File: config.mk
export PLATFORM = sky130hd
export DESIGN_NAME = odometry_distance_accumulator_core
export DESIGN_NICKNAME = d
export VERILOG_FILES = /design/src/rtl/core/oda_pkg.sv /design/src/rtl/core/odometry_distance_accumulator_core.sv /design/src/rtl/core/oda_mul.sv /design/src/rtl/core/oda_sqrt.sv
export SDC_FILE = /design/constraint.sdc
export NUM_CORES = 2
export LEC_CHECK = 0
export BUFFER_PORTS_ARGS = -buffer_cell sky130_fd_sc_hd__buf_2
export CAP_MARGIN = 20
export CORE_UTILIZATION = 34
export CTS_BUF_LIST = sky130_fd_sc_hd__clkbuf_16
export CTS_CLUSTER_DIAMETER = 50
export DETAILED_ROUTE_END_ITERATION = 7
export SLEW_MARGIN = 20
export SYNTH_ARGS = -nofsm -noshare
export SYNTH_HDL_FRONTEND = slang
export SYNTH_SLANG_ARGS = --single-unit
File: constraint.sdc
create_clock -name clk -period 32.2 [get_ports clk]
set_clock_uncertainty 0.2 [all_clocks]
set_input_delay 4.83 -clock clk [delete_from_list [all_inputs] [get_ports clk]]
set_output_delay 4.83 -clock clk [all_outputs]
set_load 0.03 [all_outputs]
File: src/rtl/core/oda_pkg.sv
// ----------------------------------------------------------------------------
// oda_pkg: shared types and constants for the odometry distance accumulator
// Field widths, register indexes, reset values, sequencer states and the
// status record of the square root unit.
// ----------------------------------------------------------------------------
package oda_pkg;

  // field and datapath widths
  localparam int VelW    = 32;
  localparam int SecW    = 8;
  localparam int PosW    = 32;
  localparam int AccW    = 48;
  localparam int CfgW    = 18;
  localparam int CfgAddrW = 2;
  localparam int MulAW   = 34;
  localparam int MulBW   = 18;
  localparam int MulPW   = MulAW + MulBW;
  localparam int RadW    = 66;
  localparam int RootW   = 34;

  // register indexes
  localparam logic [CfgAddrW-1:0] REG_VEL_DEADBAND   = 2'd0;
  localparam logic [CfgAddrW-1:0] REG_LOSS_THRESHOLD = 2'd1;
  localparam logic [CfgAddrW-1:0] REG_FIT_GAIN       = 2'd2;
  localparam logic [CfgAddrW-1:0] REG_FIT_OFFSET     = 2'd3;

  // register reset values (0.01, 0.03, 1.0183, 0.0059)
  localparam logic [15:0] VEL_DEADBAND_RST   = 16'd655;
  localparam logic [15:0] LOSS_THRESHOLD_RST = 16'd1966;
  localparam logic [17:0] FIT_GAIN_RST       = 18'd66735;
  localparam logic [15:0] FIT_OFFSET_RST     = 16'd387;

  // sequencer states
  typedef enum logic [3:0] {
    ST_IDLE,
    ST_VEL,
    ST_SQX0,
    ST_SQX1,
    ST_SQY0,
    ST_SQY1,
    ST_SQADD,
    ST_ROOT_GO,
    ST_ROOT_WAIT,
    ST_MOVE,
    ST_FIT0,
    ST_FIT1,
    ST_FITSUM,
    ST_FITSAT,
    ST_DONE
  } state_t;

  // square root unit status
  typedef struct packed {
    logic busy;
    logic done;
  } sqrt_stat_t;

endpackage

File: src/rtl/core/odometry_distance_accumulator_core.sv
// ----------------------------------------------------------------------------
// odometry_distance_accumulator_core: velocity and map distance integration
// A sample runs through the velocity product, the squared position step,
// the square root loop and, when the fit is formed, the fit; the loop dominates.
// One sample at a time: a new sample is taken only once the last is through.
// The result register lets the next sample in while a result waits.
// Synchronous active-low reset clears accumulators, kept position and
// restores register defaults; no clearing pass.
// ----------------------------------------------------------------------------
module odometry_distance_accumulator_core (
  input  logic         clk,
  input  logic         rst_n,
  // slave side, tdata: linear_velocity[31:0], elapsed_seconds[39:32],
  // pos_x[71:40], pos_y[103:72]
  input  logic         in_tvalid,
  output logic         in_tready,
  input  logic [103:0] in_tdata,
  // master side, tdata: signed_displacement[47:0], travelled_distance[95:48],
  // map_distance_fit[143:96]
  output logic         out_tvalid,
  input  logic         out_tready,
  output logic [143:0] out_tdata,
  // register writes
  input  logic         cfg_valid,
  output logic         cfg_ready,
  input  logic [1:0]   cfg_addr,
  input  logic [17:0]  cfg_data
);

  localparam int AccW = oda_pkg::AccW;

  oda_pkg::state_t state_r, state_nxt;

  // configuration
  logic [15:0] vel_deadband_r;
  logic [15:0] loss_threshold_r;
  logic [17:0] fit_gain_r;
  logic [15:0] fit_offset_r;

  // sample
  logic signed [oda_pkg::VelW-1:0] vel_r;
  logic [oda_pkg::SecW-1:0]        sec_r;
  logic [oda_pkg::PosW-1:0]        px_r, py_r;

  // state
  logic [AccW-1:0]          disp_r, dist_r, map_dist_r, map_fit_r;
  logic [oda_pkg::PosW-1:0] kept_x_r, kept_y_r;
  logic                     first_r;
  logic [oda_pkg::PosW-1:0] ax_r, ay_r;
  logic [oda_pkg::RadW-1:0] acc_r;
  logic                     vel_neg_r;

  // result register
  logic              out_valid_r;
  logic [AccW*3-1:0] out_data_r;

  // shared units
  logic [oda_pkg::MulAW-1:0]  mul_a;
  logic [oda_pkg::MulBW-1:0]  mul_b;
  logic [oda_pkg::MulPW-1:0]  prod;
  logic                       sqrt_start;
  logic [oda_pkg::RootW-1:0]  root;
  oda_pkg::sqrt_stat_t        sqrt_stat;

  // datapath helpers
  logic [oda_pkg::VelW-1:0]   vel_abs;
  logic                       vel_zero;
  logic signed [32:0]         dx_diff, dy_diff;
  logic [32:0]                dx_mag, dy_mag;
  logic [39:0]                dmag;
  logic signed [40:0]         dsigned;
  logic signed [AccW:0]       disp_sum;
  logic [AccW:0]              dist_sum;
  logic [AccW:0]              map_sum;
  logic [AccW+2:0]            fit_sum;
  logic                       moved;

  oda_mul u_mul (
    .clk  (clk),
    .op_a (mul_a),
    .op_b (mul_b),
    .prod (prod)
  );

  oda_sqrt u_sqrt (
    .clk      (clk),
    .rst_n    (rst_n),
    .start    (sqrt_start),
    .radicand (acc_r),
    .root     (root),
    .stat     (sqrt_stat)
  );

  assign cfg_ready  = 1'b1;
  assign in_tready  = (state_r == oda_pkg::ST_IDLE);
  assign out_tvalid = out_valid_r;
  assign out_tdata  = out_data_r;

  // combinational datapath
  always_comb begin
    vel_abs  = vel_r[oda_pkg::VelW-1] ? (~vel_r + 1'b1) : vel_r;
    vel_zero = (vel_abs < oda_pkg::VelW'(vel_deadband_r));
    dx_diff  = $signed({px_r[31], px_r}) - $signed({kept_x_r[31], kept_x_r});
    dy_diff  = $signed({py_r[31], py_r}) - $signed({kept_y_r[31], kept_y_r});
    dx_mag   = dx_diff[32] ? (~dx_diff + 1'b1) : dx_diff;
    dy_mag   = dy_diff[32] ? (~dy_diff + 1'b1) : dy_diff;
    dmag     = prod[39:0];
    dsigned  = vel_neg_r ? -$signed({1'b0, dmag}) : $signed({1'b0, dmag});
    disp_sum = $signed({disp_r[AccW-1], disp_r}) + (AccW+1)'(dsigned);
    dist_sum = {1'b0, dist_r} + (AccW+1)'(dmag);
    map_sum  = {1'b0, map_dist_r} + (AccW+1)'(root);
    fit_sum  = {1'b0, acc_r[65:16]} + (AccW+3)'(fit_offset_r);
    moved    = (root > oda_pkg::RootW'(loss_threshold_r));
  end

  // next state
  always_comb begin
    state_nxt = state_r;
    unique case (state_r)
      oda_pkg::ST_IDLE:      if (in_tvalid) state_nxt = oda_pkg::ST_VEL;
      oda_pkg::ST_VEL:       state_nxt = oda_pkg::ST_SQX0;
      oda_pkg::ST_SQX0:      state_nxt = oda_pkg::ST_SQX1;
      oda_pkg::ST_SQX1:      state_nxt = oda_pkg::ST_SQY0;
      oda_pkg::ST_SQY0:      state_nxt = oda_pkg::ST_SQY1;
      oda_pkg::ST_SQY1:      state_nxt = oda_pkg::ST_SQADD;
      oda_pkg::ST_SQADD:     state_nxt = oda_pkg::ST_ROOT_GO;
      oda_pkg::ST_ROOT_GO:   state_nxt = oda_pkg::ST_ROOT_WAIT;
      oda_pkg::ST_ROOT_WAIT: if (sqrt_stat.done) state_nxt = oda_pkg::ST_MOVE;
      oda_pkg::ST_MOVE: begin
        if (moved && !first_r) state_nxt = oda_pkg::ST_FIT0;
        else                   state_nxt = oda_pkg::ST_DONE;
      end
      oda_pkg::ST_FIT0:      state_nxt = oda_pkg::ST_FIT1;
      oda_pkg::ST_FIT1:      state_nxt = oda_pkg::ST_FITSUM;
      oda_pkg::ST_FITSUM:    state_nxt = oda_pkg::ST_FITSAT;
      oda_pkg::ST_FITSAT:    state_nxt = oda_pkg::ST_DONE;
      oda_pkg::ST_DONE: begin
        if (!out_valid_r || out_tready) state_nxt = oda_pkg::ST_IDLE;
      end
      default:               state_nxt = oda_pkg::ST_IDLE;
    endcase
  end

  // sequencer outputs: multiplier operands and root start
  always_comb begin
    mul_a      = '0;
    mul_b      = '0;
    sqrt_start = 1'b0;
    unique case (state_r)
      oda_pkg::ST_VEL: begin
        mul_a = vel_zero ? '0 : oda_pkg::MulAW'(vel_abs);
        mul_b = oda_pkg::MulBW'(sec_r);
      end
      oda_pkg::ST_SQX0: begin
        mul_a = oda_pkg::MulAW'(ax_r);
        mul_b = oda_pkg::MulBW'(ax_r[15:0]);
      end
      oda_pkg::ST_SQX1: begin
        mul_a = oda_pkg::MulAW'(ax_r);
        mul_b = oda_pkg::MulBW'(ax_r[31:16]);
      end
      oda_pkg::ST_SQY0: begin
        mul_a = oda_pkg::MulAW'(ay_r);
        mul_b = oda_pkg::MulBW'(ay_r[15:0]);
      end
      oda_pkg::ST_SQY1: begin
        mul_a = oda_pkg::MulAW'(ay_r);
        mul_b = oda_pkg::MulBW'(ay_r[31:16]);
      end
      oda_pkg::ST_ROOT_GO: sqrt_start = 1'b1;
      oda_pkg::ST_FIT0: begin
        mul_a = map_dist_r[33:0];
        mul_b = fit_gain_r;
      end
      oda_pkg::ST_FIT1: begin
        mul_a = oda_pkg::MulAW'(map_dist_r[47:34]);
        mul_b = fit_gain_r;
      end
      default: ;
    endcase
  end

  // control registers
  always_ff @(posedge clk) begin
    if (!rst_n) begin
      state_r          <= oda_pkg::ST_IDLE;
      out_valid_r      <= 1'b0;
      first_r          <= 1'b1;
      disp_r           <= '0;
      dist_r           <= '0;
      map_dist_r       <= '0;
      map_fit_r        <= '0;
      kept_x_r         <= '0;
      kept_y_r         <= '0;
      vel_deadband_r   <= oda_pkg::VEL_DEADBAND_RST;
      loss_threshold_r <= oda_pkg::LOSS_THRESHOLD_RST;
      fit_gain_r       <= oda_pkg::FIT_GAIN_RST;
      fit_offset_r     <= oda_pkg::FIT_OFFSET_RST;
    end else begin
      state_r <= state_nxt;

      // register writes
      if (cfg_valid) begin
        unique case (cfg_addr)
          oda_pkg::REG_VEL_DEADBAND:   vel_deadband_r   <= cfg_data[15:0];
          oda_pkg::REG_LOSS_THRESHOLD: loss_threshold_r <= cfg_data[15:0];
          oda_pkg::REG_FIT_GAIN:       fit_gain_r       <= cfg_data;
          oda_pkg::REG_FIT_OFFSET:     fit_offset_r     <= cfg_data[15:0];
          default: ;
        endcase
      end

      // result register: load when finished, clear on transfer
      if (state_r == oda_pkg::ST_DONE && (!out_valid_r || out_tready)) begin
        out_valid_r <= 1'b1;
      end else if (out_valid_r && out_tready) begin
        out_valid_r <= 1'b0;
      end

      case (state_r)
        // velocity product is ready: update both travel accumulators
        oda_pkg::ST_SQX0: begin
          if (disp_sum[AccW] != disp_sum[AccW-1]) begin
            disp_r <= disp_sum[AccW] ? {1'b1, {(AccW-1){1'b0}}}
                                     : {1'b0, {(AccW-1){1'b1}}};
          end else begin
            disp_r <= disp_sum[AccW-1:0];
          end
          dist_r <= dist_sum[AccW] ? {AccW{1'b1}} : dist_sum[AccW-1:0];
        end
        // movement check
        oda_pkg::ST_MOVE: begin
          if (moved) begin
            kept_x_r <= px_r;
            kept_y_r <= py_r;
            first_r  <= 1'b0;
            if (first_r) begin
              map_dist_r <= '0;
              map_fit_r  <= '0;
            end else begin
              map_dist_r <= map_sum[AccW] ? {AccW{1'b1}} : map_sum[AccW-1:0];
            end
          end
        end
        // offset and saturate the fit
        oda_pkg::ST_FITSAT: begin
          map_fit_r <= (fit_sum[AccW+2:AccW] != '0) ? {AccW{1'b1}}
                                                     : fit_sum[AccW-1:0];
        end
        default: ;
      endcase
    end
  end

  // payload registers
  always_ff @(posedge clk) begin
    case (state_r)
      oda_pkg::ST_IDLE: begin
        if (in_tvalid) begin
          vel_r <= in_tdata[31:0];
          sec_r <= in_tdata[39:32];
          px_r  <= in_tdata[71:40];
          py_r  <= in_tdata[103:72];
        end
      end
      oda_pkg::ST_VEL: begin
        vel_neg_r <= vel_r[oda_pkg::VelW-1] && !vel_zero;
        ax_r      <= dx_mag[31:0];
        ay_r      <= dy_mag[31:0];
      end
      // sum of squares from partial products
      oda_pkg::ST_SQX1:  acc_r <= oda_pkg::RadW'(prod);
      oda_pkg::ST_SQY0:  acc_r <= acc_r + (oda_pkg::RadW'(prod) << 16);
      oda_pkg::ST_SQY1:  acc_r <= acc_r + oda_pkg::RadW'(prod);
      oda_pkg::ST_SQADD: acc_r <= acc_r + (oda_pkg::RadW'(prod) << 16);
      // gain times map distance from two partial products
      oda_pkg::ST_FIT1:   acc_r <= oda_pkg::RadW'(prod);
      oda_pkg::ST_FITSUM: acc_r <= acc_r + (oda_pkg::RadW'(prod) << 34);
      oda_pkg::ST_DONE: begin
        if (!out_valid_r || out_tready) out_data_r <= {map_fit_r, dist_r, disp_r};
      end
      default: ;
    endcase
  end

endmodule

File: src/rtl/core/oda_mul.sv
// ----------------------------------------------------------------------------
// oda_mul: shared unsigned multiplier
// One 34 x 18 bit product per cycle, registered. Wider products are built
// by the sequencer from several passes.
// ----------------------------------------------------------------------------
module oda_mul (
  input  logic                      clk,
  input  logic [oda_pkg::MulAW-1:0] op_a,
  input  logic [oda_pkg::MulBW-1:0] op_b,
  output logic [oda_pkg::MulPW-1:0] prod
);

  logic [oda_pkg::MulPW-1:0] prod_r;

  // registered product
  always_ff @(posedge clk) begin
    prod_r <= oda_pkg::MulPW'(op_a) * oda_pkg::MulPW'(op_b);
  end

  assign prod = prod_r;

endmodule

File: src/rtl/core/oda_sqrt.sv
// ----------------------------------------------------------------------------
// oda_sqrt: iterative truncating integer square root
// Restoring method, one root bit per cycle, a 34 bit root from a 66 bit radicand.
// ----------------------------------------------------------------------------
module oda_sqrt (
  input  logic                       clk,
  input  logic                       rst_n,
  input  logic                       start,
  input  logic [oda_pkg::RadW-1:0]   radicand,
  output logic [oda_pkg::RootW-1:0]  root,
  output oda_pkg::sqrt_stat_t        stat
);

  localparam int PadW = 2 * oda_pkg::RootW;
  localparam int RemW = oda_pkg::RootW + 3;
  localparam int CntW = $clog2(oda_pkg::RootW);

  logic [PadW-1:0]             rad_r, rad_nxt;
  logic [RemW-1:0]             rem_r, rem_nxt;
  logic [oda_pkg::RootW-1:0]   root_r, root_nxt;
  logic [CntW-1:0]             cnt_r, cnt_nxt;
  logic                        busy_r, busy_nxt;
  logic                        done_r, done_nxt;
  logic [RemW-1:0]             rem_sh;
  logic [RemW-1:0]             trial;

  // one root bit per step
  always_comb begin
    rem_sh   = {rem_r[RemW-3:0], rad_r[PadW-1 -: 2]};
    trial    = {1'b0, root_r, 2'b01};
    rad_nxt  = rad_r;
    rem_nxt  = rem_r;
    root_nxt = root_r;
    cnt_nxt  = cnt_r;
    busy_nxt = busy_r;
    done_nxt = 1'b0;
    if (start) begin
      rad_nxt  = PadW'(radicand);
      rem_nxt  = '0;
      root_nxt = '0;
      cnt_nxt  = CntW'(oda_pkg::RootW - 1);
      busy_nxt = 1'b1;
    end else if (busy_r) begin
      rad_nxt = {rad_r[PadW-3:0], 2'b00};
      if (rem_sh >= trial) begin
        rem_nxt  = rem_sh - trial;
        root_nxt = {root_r[oda_pkg::RootW-2:0], 1'b1};
      end else begin
        rem_nxt  = rem_sh;
        root_nxt = {root_r[oda_pkg::RootW-2:0], 1'b0};
      end
      if (cnt_r == '0) begin
        busy_nxt = 1'b0;
        done_nxt = 1'b1;
      end else begin
        cnt_nxt = cnt_r - 1'b1;
      end
    end
  end

  // control state
  always_ff @(posedge clk) begin
    if (!rst_n) begin
      busy_r <= 1'b0;
      done_r <= 1'b0;
    end else begin
      busy_r <= busy_nxt;
      done_r <= done_nxt;
    end
  end

  // working registers
  always_ff @(posedge clk) begin
    rad_r  <= rad_nxt;
    rem_r  <= rem_nxt;
    root_r <= root_nxt;
    cnt_r  <= cnt_nxt;
  end

  assign root      = root_r;
  assign stat.busy = busy_r;
  assign stat.done = done_r;

endmodule
After elaboration in Yosys (flattened, before gate mapping) --
Cells that the tools add are included.
Storage, ports and cells: flip-flop bits (word level) 904, output and inout bits 147, word-level logic and storage cells 143
Cells by class: add/subtract/negate cells 15, multipliers 1, $lt $le $gt $ge 3, equal/unequal tests 23, mux-type cells 33, bitwise gates (word level) 6, reductions and logical operators 32
Operator list (count):
- $mux W48 | 8
- $pmux W66 S4 | 1
- $pmux W34 S5 | 1
- $add A66 B66 Y66 | 2
- $mux W66 | 2
- $mux W32 | 4
- $pmux W18 S6 | 1
- $add A32 B1 Y32 const B | 3
- $not A32 Y32 | 3
- $pmux W48 S2 | 1
- $add A66 B52 Y66 | 1
- $sub A32 B32 Y33 | 2
- $pmux W4 S15 | 1
- $mul A34 B18 Y52 | 1
- $add A50 B16 Y51 | 1
- $add A48 B34 Y49 | 1
- $add A48 B40 Y49 | 1
- $add A48 B41 Y49 | 1
- $mux W41 | 1
- $neg A40 Y41 | 1
- $ge A37 B36 Y1 | 1
- $mux W35 | 1
- $sub A35 B35 Y35 | 1
- $gt A34 B16 Y1 | 1
- 28 further kinds | 72

Longest topological paths before layout --
depth after elaboration 7, mapped depth 45

Hierarchy --
Synthesis repeated with hierarchy kept, for this count alone.
Second synthesis, totals: cell total of the unflattened synthesis 8690, area, all modules 76679.8 um2
Modules (own cells, without submodules):
- odometry_distance_accumulator_core | instances 1, cells an instance 5554, area each 48187.5 um2, sequential area each 17947.2 um2
- oda_mul | instances 1, cells an instance 2330, area each 20494.7 um2, sequential area each 1041.0 um2
- oda_sqrt | instances 1, cells an instance 806, area each 7997.7 um2, sequential area each 3563.4 um2

Worst setup path after synthesis --
Ideal clock, no wire load.
path kind input port to flip-flop, start point input out_tready, end point register out_data_r[0] (netlist: out_tdata[0]) (enable), arrival 14.850 ns, setup slack 16.327 ns, stages on the path 3, buffers on the path 0, cells stage by stage nand2b_1 -> nand2_1 -> nor3_1
Between the ends: cells in the longest elaborated chain, start to end 2
Ends and longest elaborated chain:
- start, declared | line odometry_distance_accumulator_core.sv:21 | input logic out_tready,
- $logic_or A1 B1 Y1 | line odometry_distance_accumulator_core.sv:280 | if (!out_valid_r || out_tready) out_data_r <= {map_fit_r, dist_r, disp_r};
- $reduce_and A2 Y1 (no source line)
- end signal, assigned | line odometry_distance_accumulator_core.sv:280
- end, declared | line odometry_distance_accumulator_core.sv:55 | logic [AccW*3-1:0] out_data_r;
Every way passes these cells. A chain may end at the register's enable or synchronous reset.

Worst setup path in the final report --
start point register vel_r[7] (netlist name), end point register u_mul.prod_r (netlist bit u_mul.prod[51])
Between the ends: cells in the longest elaborated chain, start to end 7
Ends and longest elaborated chain:
- start, declared | line odometry_distance_accumulator_core.sv:41 | logic signed [oda_pkg::VelW-1:0] vel_r;
- start signal, assigned | line odometry_distance_accumulator_core.sv:260 | vel_r <= in_tdata[31:0];
- $not A32 Y32 | line odometry_distance_accumulator_core.sv:101 | vel_abs = vel_r[oda_pkg::VelW-1] ? (~vel_r + 1'b1) : vel_r;
- $add A32 B1 Y32 | line odometry_distance_accumulator_core.sv:101
- $mux W32 (*) | line odometry_distance_accumulator_core.sv:101
- $lt A32 B16 Y1 | line odometry_distance_accumulator_core.sv:102 | vel_zero = (vel_abs < oda_pkg::VelW'(vel_deadband_r));
- $mux W32 (*) | line odometry_distance_accumulator_core.sv:151 | mul_a = vel_zero ? '0 : oda_pkg::MulAW'(vel_abs);
- $pmux W34 S5 (*) | line odometry_distance_accumulator_core.sv:149 | unique case (state_r)
- $mul A34 B18 Y52 (*) | line oda_mul.sv:17 | prod_r <= oda_pkg::MulPW'(op_a) * oda_pkg::MulPW'(op_b);
- end signal, assigned | line oda_mul.sv:17
- end, declared | line oda_mul.sv:13 | logic [oda_pkg::MulPW-1:0] prod_r;
Mark *: on every way between the ends. The rest lies on a longest branch, timed or not.

==> results.md <==
- Postcts setup bufs: 0
- Share of synthesized flip-flops with an asynchronous set or reset: 0%
- Number of hold violations in the final report: 0
- Initial DRC count: 5891
- Final #Nets: 9682
- Clock share of power: 23.8%
- Type of the worst min-delay path: flop to flop
- Routed via count divided by cell count: 5.471
- # DRC: 0
- Launch instance of the worst min-delay path: map_fit_r[13]
- Post-CTS clock slew at the launch and capture registers of the worst setup and hold paths: 60 ps
- Portion of synthesized cell area occupied by the leading cell type: 17.88%
- Maximum ir drop on the vdd rail: 0.00005204 V
- Die Area: 221700 µm²
- Cell type with the highest aggregate area in the netlist: edfxtp_1
- Total power of the final layout: 5.273 mW
- Number of search-and-repair iterations in the first detailed-routing pass: 8
- Cell depth of the worst flop-to-flop path: 35
- Synth Instances: 8373
- # resized after CTS: 0
- Leakage component of the power: 35.92 nW
- Total CTS buffers: 109
- CTS tree: yes
- Summed instance area of the synthesized netlist: 74740 µm²
- Max Clk Rate: 85.80 MHz
- Via count of the first global-routing pass: 61550
- Via count: 62671
- Final Critical Period: 11650 ps
- Critical-path top delay cell: a21boi_2
- Final RePlAce weighted congestion: 0.9545
- Crit path required time: 32640 ps
- IO buf count: 274
- Number of antenna violations at the first check in global routing: 12
- Most frequent cell on the critical path: fa_1
- Total number of clock tree sinks: 904
- Longest individual stage delay on the worst path: 930 ps
- Startpoint of the worst register-to-register path: vel_r[7]
- Unrepaired setup endpoints after global routing: false
- Final antenna-violating net count: 0
- GR Util met1: 30.02%
- Power per cell area: 63.49 nW/µm²
- CP Buf/Inv Count: 5
- Register bit count reported by yosys: 904
- Largest net degree at the start of global routing: 92
- Non-Filler Instances: 11455
- Worst-case register-to-register setup slack: 20550 ps
- Setup violators final: 0
- Final-layout setup total negative slack: 0 ps
- Clock root buffer master: clkbuf_16
- Clk Latency, worst-skew pair: 790 ps
- Hold endpoint: out_tdata[109]
- Die height: 470.9 µm
- Die Width: 470.9 µm
- Synth unique cells: 93
- Capturing point of the worst reg2reg path: u_mul.prod[51]
- Placed cell count: 11239
- IO Pins: 276
- Transition time at the pin with the least slew margin: 1278 ps
- Power spent charging and discharging nets: 2.276 mW
- Arr. time, crit path: 12100 ps
- Detail-routed net length per standard cell: 22.11 µm
- Kind of cell with the highest combined delay on the critical path: compound AO/OA/AOI/OAI gates
- Most used routing layer in global routing: met2
- Number of stages on the worst hold path: 0
- Worst Setup Start Kind: flop
- Most instantiated flip-flop cell in the synthesis netlist: dfxtp_1
- Wire length of the first global-routing pass: 382.3 mm
- Tot GR Track Use: 22.42%
- Proportion of synthesized chip area in sequential cells: 30.17%
- Yosys Warn Count: 0
- Overall routed net length: 253.2 mm
- GRT met2 Usage: 35.49%
- Layout Area Growth over Synthesis: 11.12%
- Category of the worst setup path capture point: flop
- Share of layout cells above drive strength 1: 7.913%
- Starting utilization of the core area: 34.32%
- Number of synthesized flops with an enable pin: 445
- Max cap viols: 0
- Max-slew headroom: 14.78%
- Level count of the clock H-tree: 3
- Final worst-path cycle share: 36.20%
- CTS max path bufs: 3
- Remaining Overflow, GRT: 0
- Total internal power: 2.997 mW
- Count of hold-fix buffers inserted at cts: 0
- Syn Nets: 9556
- Type of the setup path with the least slack: flop to flop
- Largest fanout on the critical path: 29
- Per-instance average area after synthesis: 8.927 µm²
- Detailed Place HPWL: 195.3 mm
- Biggest area contributors in the synthesized netlist: edfxtp_1, fa_1, dfxtp_1
- Core region area: 217800 µm²
- Net switching fraction of the power: 43.16%
- Number of cell rows: 171
- Final Max Tran Viols: 0
- Met3 usage: 3.231%
- Relative contribution of sequential cells to total power: 27.0%
- Result of the run: finished, final reports clean
- Comb power frac: 49.2%
==> synth_stat cells (all sizes together), types with 66 or more instances <==
| cell | instances |
|---|---|
| a31oi | 108 |
| ha | 533 |
| nand2 | 1042 |
| xnor2 | 324 |
| clkbuf | 332 |
| mux2i | 121 |
| dfxtp | 459 |
| a21oi | 615 |
| nand3 | 128 |
| xor2 | 201 |
| nor3 | 88 |
| o211ai | 69 |
| inv | 841 |
| o21ai | 475 |
| nand2b | 104 |
| edfxtp | 445 |
| fa | 521 |
| a21o | 285 |
| and3 | 66 |
| nor2 | 647 |
| nor2b | 73 |
==> placed cells by master (no fill, tap or decap), types with 19 or more instances in the layout <==
cell,n
a211oi_1,37
a21o_1,284
a21oi_1,609
a221o_1,54
a221oi_1,21
a222oi_1,20
a22o_1,23
a22oi_1,53
a31oi_1,94
and2_1,34
and3_1,66
and4_1,19
buf_2,274
buf_4,116
clkbuf_16,111
dfxtp_1,457
edfxtp_1,445
fa_1,521
ha_1,533
inv_1,856
mux2i_1,121
nand2_1,1041
nand2b_1,104
nand3_1,128
nand4_1,63
nor2_1,642
nor2b_1,70
nor3_1,82
nor4_1,27
o211ai_1,69
o21a_1,51
o21ai_0,472
o21bai_1,42
o31ai_1,48
or2_2,26
or3_1,51
xnor2_1,324
xor2_1,201
==> through the flow <==
stage	instance area (µm²)	util, %	hold WS, ps	setup WS [ps]
after floorplan	74740	-	208.1	16330
after detailed placement	79320	36.42	219.1	20540
after CTS	83000	38.11	234.1	20560
after global routing	83050	38.13	236.0	19820
after global placement	79320	36.42	218.4	20690
final	83050	38.13	232.0	20550
==> layer usage <==
layer	part of all wire (%)	vias up	wire, µm
met5	0.014	-	36
met4	5.3	6	13410
met3	7.0	453	17750
met2	44	2349	111700
met1	44	30595	110400
li1	-	29268	-
==> registers in the layout, summed over array words and instances, names as in the netlist, 32 cells and up <==
name,count
u_sqrt.rem_r,35
dist_r,48
ax_r,32
u_mul.prod,52
kept_x_r,32
u_sqrt.root,34
ay_r,32
map_fit_r,48
py_r,32
u_sqrt.rad_r,68
acc_r,66
px_r,32
map_dist_r,48
vel_r,32
disp_r,48
kept_y_r,32
out_tdata,144
==> layout make-up <==
class	instances	area, µm²
antenna	8	20.02
clock buffer	111	2778
clock inverter	94	907.1
fill	21829	134800
inverter	842	3166
multi-input combinational	6251	47800
sequential	904	22560
tap	2854	3571
timing repair buffer	391	2257
==> kinds of logic after synthesis <==
| logic type | count (synthesis) | share of synthesized area (%) |
|---|---|---|
| simple gates | 2436 | 14.60 |
| compound gates | 2110 | 18.32 |
| buf+inv | 1218 | 6.195 |
| fa+ha+maj | 1055 | 22.89 |
| flops | 904 | 30.17 |
| xor+xnor | 525 | 6.152 |
| mux | 124 | 1.666 |
| other cells | 1 | 0.005017 |
==> power by group through the flow <==
stage               Combinational, mW  Sequential, mW  Clock [mW]
floorplan                        1.80            1.43           0
global placement                 2.52            1.45           0
detailed placement               2.54            1.45           0
CTS                              2.56            1.42        1.27
global route                     2.85            1.43        1.32
finish                           2.60            1.42        1.25
==> how the worst max path moves through the flow <==
stage,from,end,slack (ps),cells past startpoint
global placement,vel_r[7],u_mul.prod[51],20690,35
floorplan,out_tready,out_tdata[0],16330,3
CTS,vel_r[7],u_mul.prod[51],20560,35
global route,vel_r[7],u_mul.prod[51],19820,35
detailed placement,vel_r[7],u_mul.prod[51],20540,35
finish,vel_r[7],u_mul.prod[51],20550,35
(Power assumes the default switching activity.)
